**src/sv/htc_pkg.sv**
```systemverilog
// ----------------------------------------------------------------------------
// htc_pkg: shared types and constants for the hysteresis thermostat controller
// Holds the configuration, state, item and result structures and the setpoint
// clamp used by the tick logic.
// ----------------------------------------------------------------------------
package htc_pkg;

    // Setpoint limits and reset value, tenths of a degree
    localparam int SETPOINT_MIN   = -550;
    localparam int SETPOINT_MAX   = 1250;
    localparam int SETPOINT_RESET = 255;

    // Configuration register indexes
    localparam logic [1:0] CFG_STEP   = 2'd0;
    localparam logic [1:0] CFG_HYST   = 2'd1;
    localparam logic [1:0] CFG_MARGIN = 2'd2;
    localparam logic [1:0] CFG_ALARM  = 2'd3;

    // Configuration reset values
    localparam logic [6:0] STEP_RESET   = 7'd5;
    localparam logic [7:0] HYST_RESET   = 8'd5;
    localparam logic [8:0] MARGIN_RESET = 9'd20;

    typedef struct packed {
        logic [6:0] step_tenths;
        logic [7:0] hysteresis_tenths;
        logic [8:0] alarm_margin_tenths;
        logic       alarm_enable;
    } t_cfg;

    typedef struct packed {
        logic signed [11:0] setpoint;
        logic [2:0]         press_locks;    // bit 0 inc, bit 1 dec, bit 2 save
        logic               blink_phase;
        logic               heater_state;
        logic               alarm_state;
    } t_state;

    typedef struct packed {
        logic               inc_level;
        logic               dec_level;
        logic               save_level;
        logic signed [11:0] inside_temp;
    } t_item;

    typedef struct packed {
        logic               heater_on;
        logic               alarm_level;
        logic               save_strobe;
        logic signed [11:0] setpoint_now;
        logic               regulated;
    } t_result;

    // Saturate a 13-bit setpoint candidate to the sensor range
    function automatic logic signed [11:0] clamp_setpoint(input logic signed [12:0] v);
        logic signed [11:0] res;
        if (v < 13'(SETPOINT_MIN)) begin
            res = 12'(SETPOINT_MIN);
        end else if (v > 13'(SETPOINT_MAX)) begin
            res = 12'(SETPOINT_MAX);
        end else begin
            res = v[11:0];
        end
        return res;
    endfunction

endpackage

```
**src/sv/htc_tick.sv**
```systemverilog
// ----------------------------------------------------------------------------
// htc_tick: one thermostat tick
// Button edge detection, saturating setpoint update, alarm blink and heater
// hysteresis for one item, given the state left by the previous item.
// ----------------------------------------------------------------------------
module htc_tick
    import htc_pkg::*;
(
    input  t_cfg    i_cfg,
    input  t_state  i_state,
    input  t_item   i_item,
    output t_state  o_state,
    output t_result o_result
);

    logic               inc_fire;
    logic               dec_fire;
    logic               save_fire;
    logic               ran;
    logic signed [11:0] sp_inc;
    logic signed [11:0] sp_new;
    logic signed [12:0] sp_ext;
    logic signed [12:0] temp_ext;
    logic signed [12:0] alarm_limit;
    logic signed [12:0] heat_limit;
    logic               over_limit;
    logic               blink_nxt;
    logic               alarm_nxt;
    logic               heater_nxt;

    // Rising press: level high while the lock is clear
    assign inc_fire  = i_item.inc_level  & ~i_state.press_locks[0];
    assign dec_fire  = i_item.dec_level  & ~i_state.press_locks[1];
    assign save_fire = i_item.save_level & ~i_state.press_locks[2];

    // Regulation is skipped while inc or dec is held
    assign ran = ~(i_item.inc_level | i_item.dec_level);

    // Setpoint: increment first, then decrement, each saturating
    assign sp_inc = inc_fire
        ? clamp_setpoint(13'({i_state.setpoint[11], i_state.setpoint})
                         + $signed({6'd0, i_cfg.step_tenths}))
        : i_state.setpoint;
    assign sp_new = dec_fire
        ? clamp_setpoint(13'({sp_inc[11], sp_inc}) - $signed({6'd0, i_cfg.step_tenths}))
        : sp_inc;

    // Compare limits, 13 bits covers setpoint plus margin
    assign sp_ext      = {sp_new[11], sp_new};
    assign temp_ext    = {i_item.inside_temp[11], i_item.inside_temp};
    assign alarm_limit = sp_ext + $signed({4'd0, i_cfg.alarm_margin_tenths});
    assign heat_limit  = sp_ext - $signed({5'd0, i_cfg.hysteresis_tenths});
    assign over_limit  = temp_ext > alarm_limit;

    // Alarm blink and heater hysteresis
    always_comb begin
        blink_nxt  = i_state.blink_phase;
        alarm_nxt  = i_state.alarm_state;
        heater_nxt = i_state.heater_state;
        if (ran) begin
            if (i_cfg.alarm_enable) begin
                if (over_limit) begin
                    alarm_nxt = i_state.blink_phase;
                    blink_nxt = ~i_state.blink_phase;
                end else begin
                    alarm_nxt = 1'b0;
                    blink_nxt = 1'b0;
                end
            end
            if (temp_ext > sp_ext) begin
                heater_nxt = 1'b0;
            end
            if (temp_ext < heat_limit) begin
                heater_nxt = 1'b1;
            end
        end
    end

    // Locks follow the levels
    assign o_state.setpoint     = sp_new;
    assign o_state.press_locks  = {i_item.save_level, i_item.dec_level, i_item.inc_level};
    assign o_state.blink_phase  = blink_nxt;
    assign o_state.heater_state = heater_nxt;
    assign o_state.alarm_state  = alarm_nxt;

    assign o_result.heater_on    = heater_nxt;
    assign o_result.alarm_level  = i_cfg.alarm_enable & alarm_nxt;
    assign o_result.save_strobe  = save_fire;
    assign o_result.setpoint_now = sp_new;
    assign o_result.regulated    = ran;

endmodule

```
**src/sv/hysteresis_thermostat_controller.sv**
```systemverilog
// An accepted item passes the input register, the tick logic and the result
// register, whose contents are offered for transfer. Throughput: one item per
// cycle unless the result side stalls; the tick logic sits between the two
// registers and the thermostat state updates as each item enters the result register.
// Reset (synchronous, active low) restores the setpoint to 25.5 degrees, clears
// locks, heater, alarm and blink state, loads configuration defaults, empties both stages.
// ----------------------------------------------------------------------------
// hysteresis_thermostat_controller: bang-bang thermostat top level
// Two-stage valid/ready pipeline around the tick logic, with a plain
// configuration write port.
// ----------------------------------------------------------------------------
module hysteresis_thermostat_controller
    import htc_pkg::*;
(
    input  logic               i_clk,
    input  logic               i_rst_n,
    // configuration
    input  logic               i_cfg_we,
    input  logic [1:0]         i_cfg_idx,
    input  logic [8:0]         i_cfg_data,
    // input channel
    input  logic               i_in_valid,
    output logic               o_in_ready,
    input  logic               i_inc_level,
    input  logic               i_dec_level,
    input  logic               i_save_level,
    input  logic signed [11:0] i_inside_temp,
    // result channel
    output logic               o_out_valid,
    input  logic               i_out_ready,
    output logic               o_heater_on,
    output logic               o_alarm_level,
    output logic               o_save_strobe,
    output logic signed [11:0] o_setpoint_now,
    output logic               o_regulated
);

    t_cfg    r_cfg;
    t_state  r_state;
    t_state  n_state;
    t_item   r_item;
    t_result n_result;
    t_result r_result;
    logic    r_in_valid;
    logic    r_out_valid;
    logic    advance;

    // Input stage moves on when the result register is free or being drained
    assign advance    = r_in_valid & (~r_out_valid | i_out_ready);
    assign o_in_ready = ~r_in_valid | advance;

    // Configuration registers
    always_ff @(posedge i_clk) begin
        if (!i_rst_n) begin
            r_cfg.step_tenths         <= STEP_RESET;
            r_cfg.hysteresis_tenths   <= HYST_RESET;
            r_cfg.alarm_margin_tenths <= MARGIN_RESET;
            r_cfg.alarm_enable        <= 1'b0;
        end else if (i_cfg_we) begin
            case (i_cfg_idx)
                CFG_STEP:   r_cfg.step_tenths         <= i_cfg_data[6:0];
                CFG_HYST:   r_cfg.hysteresis_tenths   <= i_cfg_data[7:0];
                CFG_MARGIN: r_cfg.alarm_margin_tenths <= i_cfg_data;
                CFG_ALARM:  r_cfg.alarm_enable        <= i_cfg_data[0];
                default:    r_cfg                     <= r_cfg;
            endcase
        end
    end

    // Input register
    always_ff @(posedge i_clk) begin
        if (!i_rst_n) begin
            r_in_valid <= 1'b0;
        end else if (o_in_ready) begin
            r_in_valid <= i_in_valid;
        end
    end

    always_ff @(posedge i_clk) begin
        if (i_in_valid && o_in_ready) begin
            r_item.inc_level   <= i_inc_level;
            r_item.dec_level   <= i_dec_level;
            r_item.save_level  <= i_save_level;
            r_item.inside_temp <= i_inside_temp;
        end
    end

    // Tick logic
    htc_tick u_tick (
        .i_cfg    (r_cfg),
        .i_state  (r_state),
        .i_item   (r_item),
        .o_state  (n_state),
        .o_result (n_result)
    );

    // Thermostat state, committed with each result
    always_ff @(posedge i_clk) begin
        if (!i_rst_n) begin
            r_state.setpoint     <= 12'(SETPOINT_RESET);
            r_state.press_locks  <= 3'd0;
            r_state.blink_phase  <= 1'b0;
            r_state.heater_state <= 1'b0;
            r_state.alarm_state  <= 1'b0;
        end else if (advance) begin
            r_state <= n_state;
        end
    end

    // Result register
    always_ff @(posedge i_clk) begin
        if (!i_rst_n) begin
            r_out_valid <= 1'b0;
        end else if (advance) begin
            r_out_valid <= 1'b1;
        end else if (i_out_ready) begin
            r_out_valid <= 1'b0;
        end
    end

    always_ff @(posedge i_clk) begin
        if (advance) begin
            r_result <= n_result;
        end
    end

    assign o_out_valid    = r_out_valid;
    assign o_heater_on    = r_result.heater_on;
    assign o_alarm_level  = r_result.alarm_level;
    assign o_save_strobe  = r_result.save_strobe;
    assign o_setpoint_now = r_result.setpoint_now;
    assign o_regulated    = r_result.regulated;

endmodule

```
**config.mk**
```make
export PLATFORM = sky130hd
export DESIGN_NAME = hysteresis_thermostat_controller
export DESIGN_NICKNAME = d
export VERILOG_FILES = /design/src/sv/htc_pkg.sv /design/src/sv/htc_tick.sv /design/src/sv/hysteresis_thermostat_controller.sv
export SDC_FILE = /design/constraint.sdc
export NUM_CORES = 1
export LEC_CHECK = 0
export BUFFER_PORTS_ARGS = -buffer_cell sky130_fd_sc_hd__buf_2
export CAP_MARGIN = 20
export CORE_MARGIN = 2
export CORE_UTILIZATION = 25
export DETAILED_ROUTE_END_ITERATION = 12
export SLEW_MARGIN = 20
export SYNTH_ARGS = -nofsm -noshare
export SYNTH_HDL_FRONTEND = slang
export SYNTH_SLANG_ARGS = --single-unit
```
**constraint.sdc**
```tcl
create_clock -name i_clk -period 27.2 [get_ports i_clk]
set_input_delay 5.44 -clock i_clk [delete_from_list [all_inputs] [get_ports i_clk]]
set_output_delay 5.44 -clock i_clk [all_outputs]
set_load 0.005 [all_outputs]
```
==> impl_metrics.env, run 1 <==
export IMPL_syn_inst=689
export IMPL_min_period_over_period_pct=42.0
export IMPL_synth_compound_area_share_pct=23.5
export IMPL_synthArstFlopShare_pct=0
export IMPL_yosysMostFrequentCell="nand2_1"
export IMPL_ys_ff_latch=76
export IMPL_track_usage_pct=12.0
export IMPL_post_synth_top_area_cell="edfxtp_1"
export IMPL_leakagePower_nw=2.74
export IMPL_stdcell_count=1053
export IMPL_fmax_mhz=87.6
export IMPL_finalSetupTns_ns=0
export IMPL_synth_edf_count=31
export IMPL_syn_area_per_cell_um2=8.70
export IMPL_grt_pass1_vias=4635
export IMPL_grt_pass1_wl_um=24500
export IMPL_antenna_found_initial=0
export IMPL_clock_skew_ns=0.00651
export IMPL_fin_crit_ns=11.41
export IMPL_comb_power_share_pct=44.0
export IMPL_p_clk_share_pct=27.7
export IMPL_rsz0062_at_grt="no"
export IMPL_drive_gt1_share_pct=13.8
export IMPL_critPathArrivalTime_ns=5.97
export IMPL_synth_cell_type_count=79
export IMPL_dpl_cell_count=1037
export IMPL_path_cells="buf_2, nor2b_1, nand2_1, buf_2"
export IMPL_synth_adder_area_share_pct=15.5
export IMPL_overflow=0
export IMPL_seq_area_frac_synth_pct=30.6
export IMPL_drt_iter0_drc=401
export IMPL_cts_resized=0
export IMPL_p_seq_share_pct=28.3
export IMPL_worst_path_max_fanout=4
export IMPL_drt_total_wl_um=15300
export IMPL_synthTopCellsByCount="nand2_1 (86), ha_1 (68), inv_1 (50), dfxtp_1 (45), nor2_1 (44)"
export IMPL_cpMostUsedCell="buf_2"
export IMPL_yosys_area_share_simple_pct=20.6
export IMPL_portBuffers=48
export IMPL_clk_latency_ns=0.35
export IMPL_vias=5044
export IMPL_row_count=56
export IMPL_cp_required_ns=21.76
export IMPL_wire_per_inst_um=14.5
export IMPL_startpoint_type="input port"
export IMPL_hold_class="reg -> reg"
export IMPL_status="complete, no violations"
export IMPL_grt_max_degree=46
export IMPL_yosys_area_top_type_share_pct=15.5
export IMPL_postCtsSetupBuffers=0
export IMPL_synth_area_mm2=0.00600
export IMPL_top_level_ports=49
export IMPL_critPathMaxStageDelay_ns=0.22
export IMPL_synth_area_mux_share_pct=1.00
export IMPL_cts_max_level=3
export IMPL_ys_warn_count=0
export IMPL_die_h_um=159
export IMPL_route_detailed_drc=0
export IMPL_fillCellCount=2559
export IMPL_yosys_most_used_dff="dfxtp_1"
export IMPL_ir_drop_mv=0.0295
export IMPL_synth_top_family_by_area="compound AO/OA/AOI/OAI gates"
export IMPL_clock_sinks=76
export IMPL_clk_pin_slew_ns=0.07
export IMPL_num_antenna_cells=0
export IMPL_synth_area_leaders="edfxtp_1 (16%), dfxtp_1 (15%), ha_1 (14%)"
export IMPL_maxCapViolCount=0
export IMPL_cts_hold_buf=0
export IMPL_seq_area_mm2=0.00183
export IMPL_die_area_mm2=0.0252
export IMPL_hold_violations=0
export IMPL_r2r_slack_ns=16.76
export IMPL_dp_hpwl_um=11800
export IMPL_p_switching_mw=0.175
export IMPL_gp_congestion=0.891
export IMPL_clock_path_buffers=2
export IMPL_critical_path_class="in -> out"
export IMPL_yosys_area_share_xor_xnor_pct=3.78
export IMPL_initial_utilization_pct=25.5
export IMPL_ant_nets=0
export IMPL_fp_dieW_um=159
export IMPL_relSlewSlack_pct=41.3
export IMPL_tightestPinTransition_ns=0.880
export IMPL_slowest_stage="nor2b_1"
export IMPL_final_nets=832
export IMPL_setup_viol=0
export IMPL_cts_buffers=9
export IMPL_viasPerCell=4.79
export IMPL_first_pass_iters=4
export IMPL_cellPowerDensity_mw_per_mm2=68.1
export IMPL_clock_tree_root_cell="clkbuf_16"
export IMPL_syn_num_nets=792
export IMPL_maxSlewViolCount=0
export IMPL_multi_input_area_mm2=0.00386
export IMPL_swShare_pct=37.5
export IMPL_synthToLayoutAreaGrowth_pct=14.5
export IMPL_cts_tree="yes"
export IMPL_core_area_mm2=0.0235
export IMPL_endpoint_kind="output port"
export IMPL_power_internal_mw=0.292
kinds of logic after synthesis:
kind of cell             Yosys count
buffers and inverters             74
AND/OR/NAND/NOR                  244
AO/OA/AOI/OAI                    192
adder cells (fa/ha/maj)           72
multiplexers                       6
XOR/XNOR                          25
flip-flops                        76
sequential cells by signal, summed over array words and instances, names as in the netlist:
signal	count
o_regulated	1
o_setpoint_now	12
o_out_valid	1
r_state	18
o_save_strobe	1
o_alarm_level	1
r_cfg	25
r_item	15
o_heater_on	1
r_in_valid	1
final cells by class:
cell class | count | share of cell area, %
repair buffers | 51 | 3.83
inverters | 52 | 2.84
clock inverters | 5 | 0.820
multi-input cells | 539 | 56.3
clock buffers | 11 | 3.70
well taps | 319 | 5.82
flip-flops and latches | 76 | 26.7
path summary, 6_finish.rpt:
| check | start | end | depth (start not counted) |
|---|---|---|---|
| worst max register to register | r_cfg[18] | o_alarm_level | 46 |
| worst min register to register | r_state[5] | r_state[5] | 2 |
| worst max-delay path | i_out_ready | o_in_ready | 4 |
| worst min-delay path | r_state[5] | r_state[5] | 2 |
critical path, delay by kind of cell:
family,cells,cell delay [ns]
buffers and inverters,2,0.22
and+or+nand+nor,2,0.32
layer usage:
metal  wire, um  global-route usage (%)
met1       7860                    17.6
met2       6430                    17.6
met3        796                    2.59
met4        181                    3.02
met5          0                       0
power groups by stage:
stage | combinational (mW) | sequential [mW] | clock (mW)
after floorplan | 0.161 | 0.133 | 0
after global placement | 0.202 | 0.135 | 0
after detailed placement | 0.203 | 0.135 | 0
after CTS | 0.206 | 0.133 | 0.132
after global routing | 0.232 | 0.133 | 0.136
final | 0.206 | 0.132 | 0.129
cells in the final DEF (no fill, tap or decap), types with 3 or more instances in the layout:
cell type	count
a21boi_0	17
a21o_1	7
a21oi_1	37
a31oi_1	5
and2_1	7
buf_2	48
buf_4	3
clkbuf_16	10
dfxtp_1	45
edfxtp_1	31
fa_1	4
ha_1	68
inv_1	50
inv_4	3
mux2i_1	6
nand2_1	86
nand2b_1	18
nand3_1	12
nand4_1	9
nor2_1	44
nor2b_1	23
nor3_1	12
nor3b_1	3
o211ai_1	12
o21a_1	24
o21ai_0	32
o21ai_1	4
o21bai_1	3
o22ai_1	7
or2_2	6
or3_1	8
xnor2_1	18
xor2_1	6
through the flow:
stage | hold WS, ns | utilization (%) | setup WS (ns) | power [mW] | instance area, um2
2_1_floorplan | 0.443 | - | 16.05 | 0.294 | 6000
3_3_place_gp | 0.456 | 27.8 | 15.81 | 0.336 | 6550
3_5_place_dp | 0.462 | 27.8 | 15.78 | 0.338 | 6550
4_1_cts | 0.471 | 29.2 | 15.77 | 0.470 | 6860
5_1_grt | 0.494 | 29.2 | 15.70 | 0.501 | 6860
6_report | 0.469 | 29.2 | 15.79 | 0.467 | 6860
Power figures use the tool's default switching activity.
==> run 2, diff against run 1 <==
==> constraint.sdc (replaced) <==
create_clock -name i_clk -period 10.85 [get_ports i_clk]
set_input_delay 2.17 -clock i_clk [delete_from_list [all_inputs] [get_ports i_clk]]
set_output_delay 2.17 -clock i_clk [all_outputs]
set_load 0.005 [all_outputs]
==> run 2 against run 1 <==
Flip-flop and latch count did not move. Critical path type is now reg -> reg. Global-route usage grew 0.66 points. Power grew to 2.5 times the previous value. Cell count up 0.28%. Largest cell class unchanged. Critical endpoint is now o_alarm_level.
==> impl_metrics.env, run 2 (synthesized netlist as in run 1, its figures left out) <==
export IMPL_largest_register="r_cfg"
export IMPL_fin_crit_ns=9.99
export IMPL_viasPerCell=4.71
export IMPL_critPathBufInv=4
export IMPL_rsz0062_at_grt="no"
export IMPL_hold_class="reg -> reg"
export IMPL_fmax_mhz=100
export IMPL_num_antenna_cells=0
export IMPL_final_cell_mix="nand2_1 (86), ha_1 (68), inv_1 (50)"
export IMPL_status="complete, no violations"
export IMPL_slowest_stage="fa_1"
export IMPL_grt_pass1_vias=4726
export IMPL_hold_violations=0
export IMPL_clock_sinks=76
export IMPL_route_detailed_drc=0
export IMPL_grt_max_degree=46
export IMPL_reg_top3="r_cfg: 25 flops, r_state: 18 flops, r_item: 15 flops"
export IMPL_track_usage_pct=12.6
export IMPL_leakagePower_nw=2.76
export IMPL_layout_commonest_cell="nand2_1"
export IMPL_finalSetupTns_ns=0
export IMPL_relSlewSlack_pct=45.1
export IMPL_drt_iter0_drc=301
export IMPL_cp_depth=48
export IMPL_wire_per_inst_um=15.1
export IMPL_regToRegStartpoint="r_cfg[18]"
export IMPL_cp_required_ns=10.95
export IMPL_clk_pin_slew_ns=0.06
export IMPL_r2r_slack_ns=0.86
export IMPL_dp_hpwl_um=12300
export IMPL_tightestPinTransition_ns=0.824
export IMPL_row_count=56
export IMPL_cts_buffers=9
export IMPL_finalPower_mw=1.19
export IMPL_crit_start="r_cfg[18]"
export IMPL_gp_congestion=0.871
export IMPL_overflow=0
export IMPL_endpoint="o_alarm_level"
export IMPL_largest_reg_flops=25
export IMPL_cpMostUsedCell="nor2_1"
export IMPL_synthToLayoutAreaGrowth_pct=15.3
export IMPL_ant_nets=0
export IMPL_min_period_over_period_pct=92.1
export IMPL_cellPowerDensity_mw_per_mm2=172
export IMPL_r2r_cells=48
export IMPL_die_area_mm2=0.0252
export IMPL_drt_total_wl_um=16000
export IMPL_critical_path_class="reg -> reg"
export IMPL_grt_pass1_wl_um=25500
export IMPL_worst_path_max_fanout=10
export IMPL_setup_viol=0
export IMPL_r2r_end="o_alarm_level"
export IMPL_first_pass_iters=4
export IMPL_critPathArrivalTime_ns=10.09
export IMPL_initial_utilization_pct=25.5
export IMPL_clk_latency_ns=0.35
export IMPL_core_area_mm2=0.0235
export IMPL_cpLargestDelayFamily="compound AO/OA/AOI/OAI gates"
export IMPL_final_nets=835
export IMPL_hold_depth=2
export IMPL_ir_drop_mv=0.0716
export IMPL_fp_dieW_um=159
export IMPL_maxSlewViolCount=0
export IMPL_cts_tree="yes"
export IMPL_startpoint_type="register"
export IMPL_critPathMaxStageDelay_ns=0.43
export IMPL_clock_tree_root_cell="clkbuf_16"
export IMPL_die_h_um=159
export IMPL_maxCapViolCount=0
export IMPL_antenna_found_initial=0
export IMPL_vias=4976
export IMPL_clock_skew_ns=0.00857
export IMPL_cts_max_level=3
export IMPL_portBuffers=48
export IMPL_top_level_ports=49
export IMPL_endpoint_kind="register"
export IMPL_clock_path_buffers=2
export IMPL_drive_gt1_share_pct=14.2
## run 2: through the flow
step	setup WS, ns	instance area [um2]	utilization [%]	std cells	hold WS, ns
3_3_place_gp	0.650	6570	27.9	1039	0.454
6_report	0.862	6910	29.4	1056	0.469
2_1_floorplan	2.12	6000	-	689	0.443
5_1_grt	0.0478	6910	29.4	1056	0.491
3_5_place_dp	0.634	6570	27.9	1039	0.464
4_1_cts	0.532	6890	29.2	1055	0.473
## run 2: area by class of cell
type | instances | area, um2
Clock buffer | 10 | 229
Clock inverter | 6 | 88.8
Fill cell | 2544 | 16600
Inverter | 52 | 195
Multi-Input combinational cell | 539 | 3870
Sequential cell | 76 | 1830
Tap cell | 319 | 399
Timing Repair Buffer | 54 | 298
## run 2: power by group
group	switching [mW]	total, mW	leakage [nW]	internal (mW)
Clock	0.127	0.328	0.149	0.201
Sequential	0.0145	0.333	0.664	0.319
Combinational	0.300	0.527	1.94	0.228
## run 2: what timing repair did
item / 4_1_cts / 5_1_grt
buffers inserted: 0 / 1
setup endpoints to repair: 0 / 3
hold buffers: 0 / 0
gates resized for setup: 0 / 1
## run 2: routing by layer
metal | global-route usage, % | wire length [um]
met5 | 0 | 0
met3 | 3.08 | 744
met1 | 17.3 | 7960
met2 | 19.8 | 7030
met4 | 3.55 | 216
## run 2: worst register-to-register path: cells and delay by family (launching register included)
kind	cells	cell delay [ns]
flip-flops	1	0.37
multiplexers	1	0.38
AND/OR/NAND/NOR	17	2.71
buffers and inverters	4	0.46
XOR/XNOR	1	0.08
adder cells (fa/ha/maj)	6	1.90
AO/OA/AOI/OAI	19	3.85
## run 2: worst min-delay path by stage
stage	startpoint	end	slack, ns
floorplan	r_cfg[13]	r_cfg[13]	0.44
global placement	r_state[5]	r_state[5]	0.45
detailed placement	r_cfg[16]	r_cfg[16]	0.46
CTS	r_cfg[16]	r_cfg[16]	0.47
global route	r_state[5]	r_state[5]	0.49
finish	r_state[5]	r_state[5]	0.47
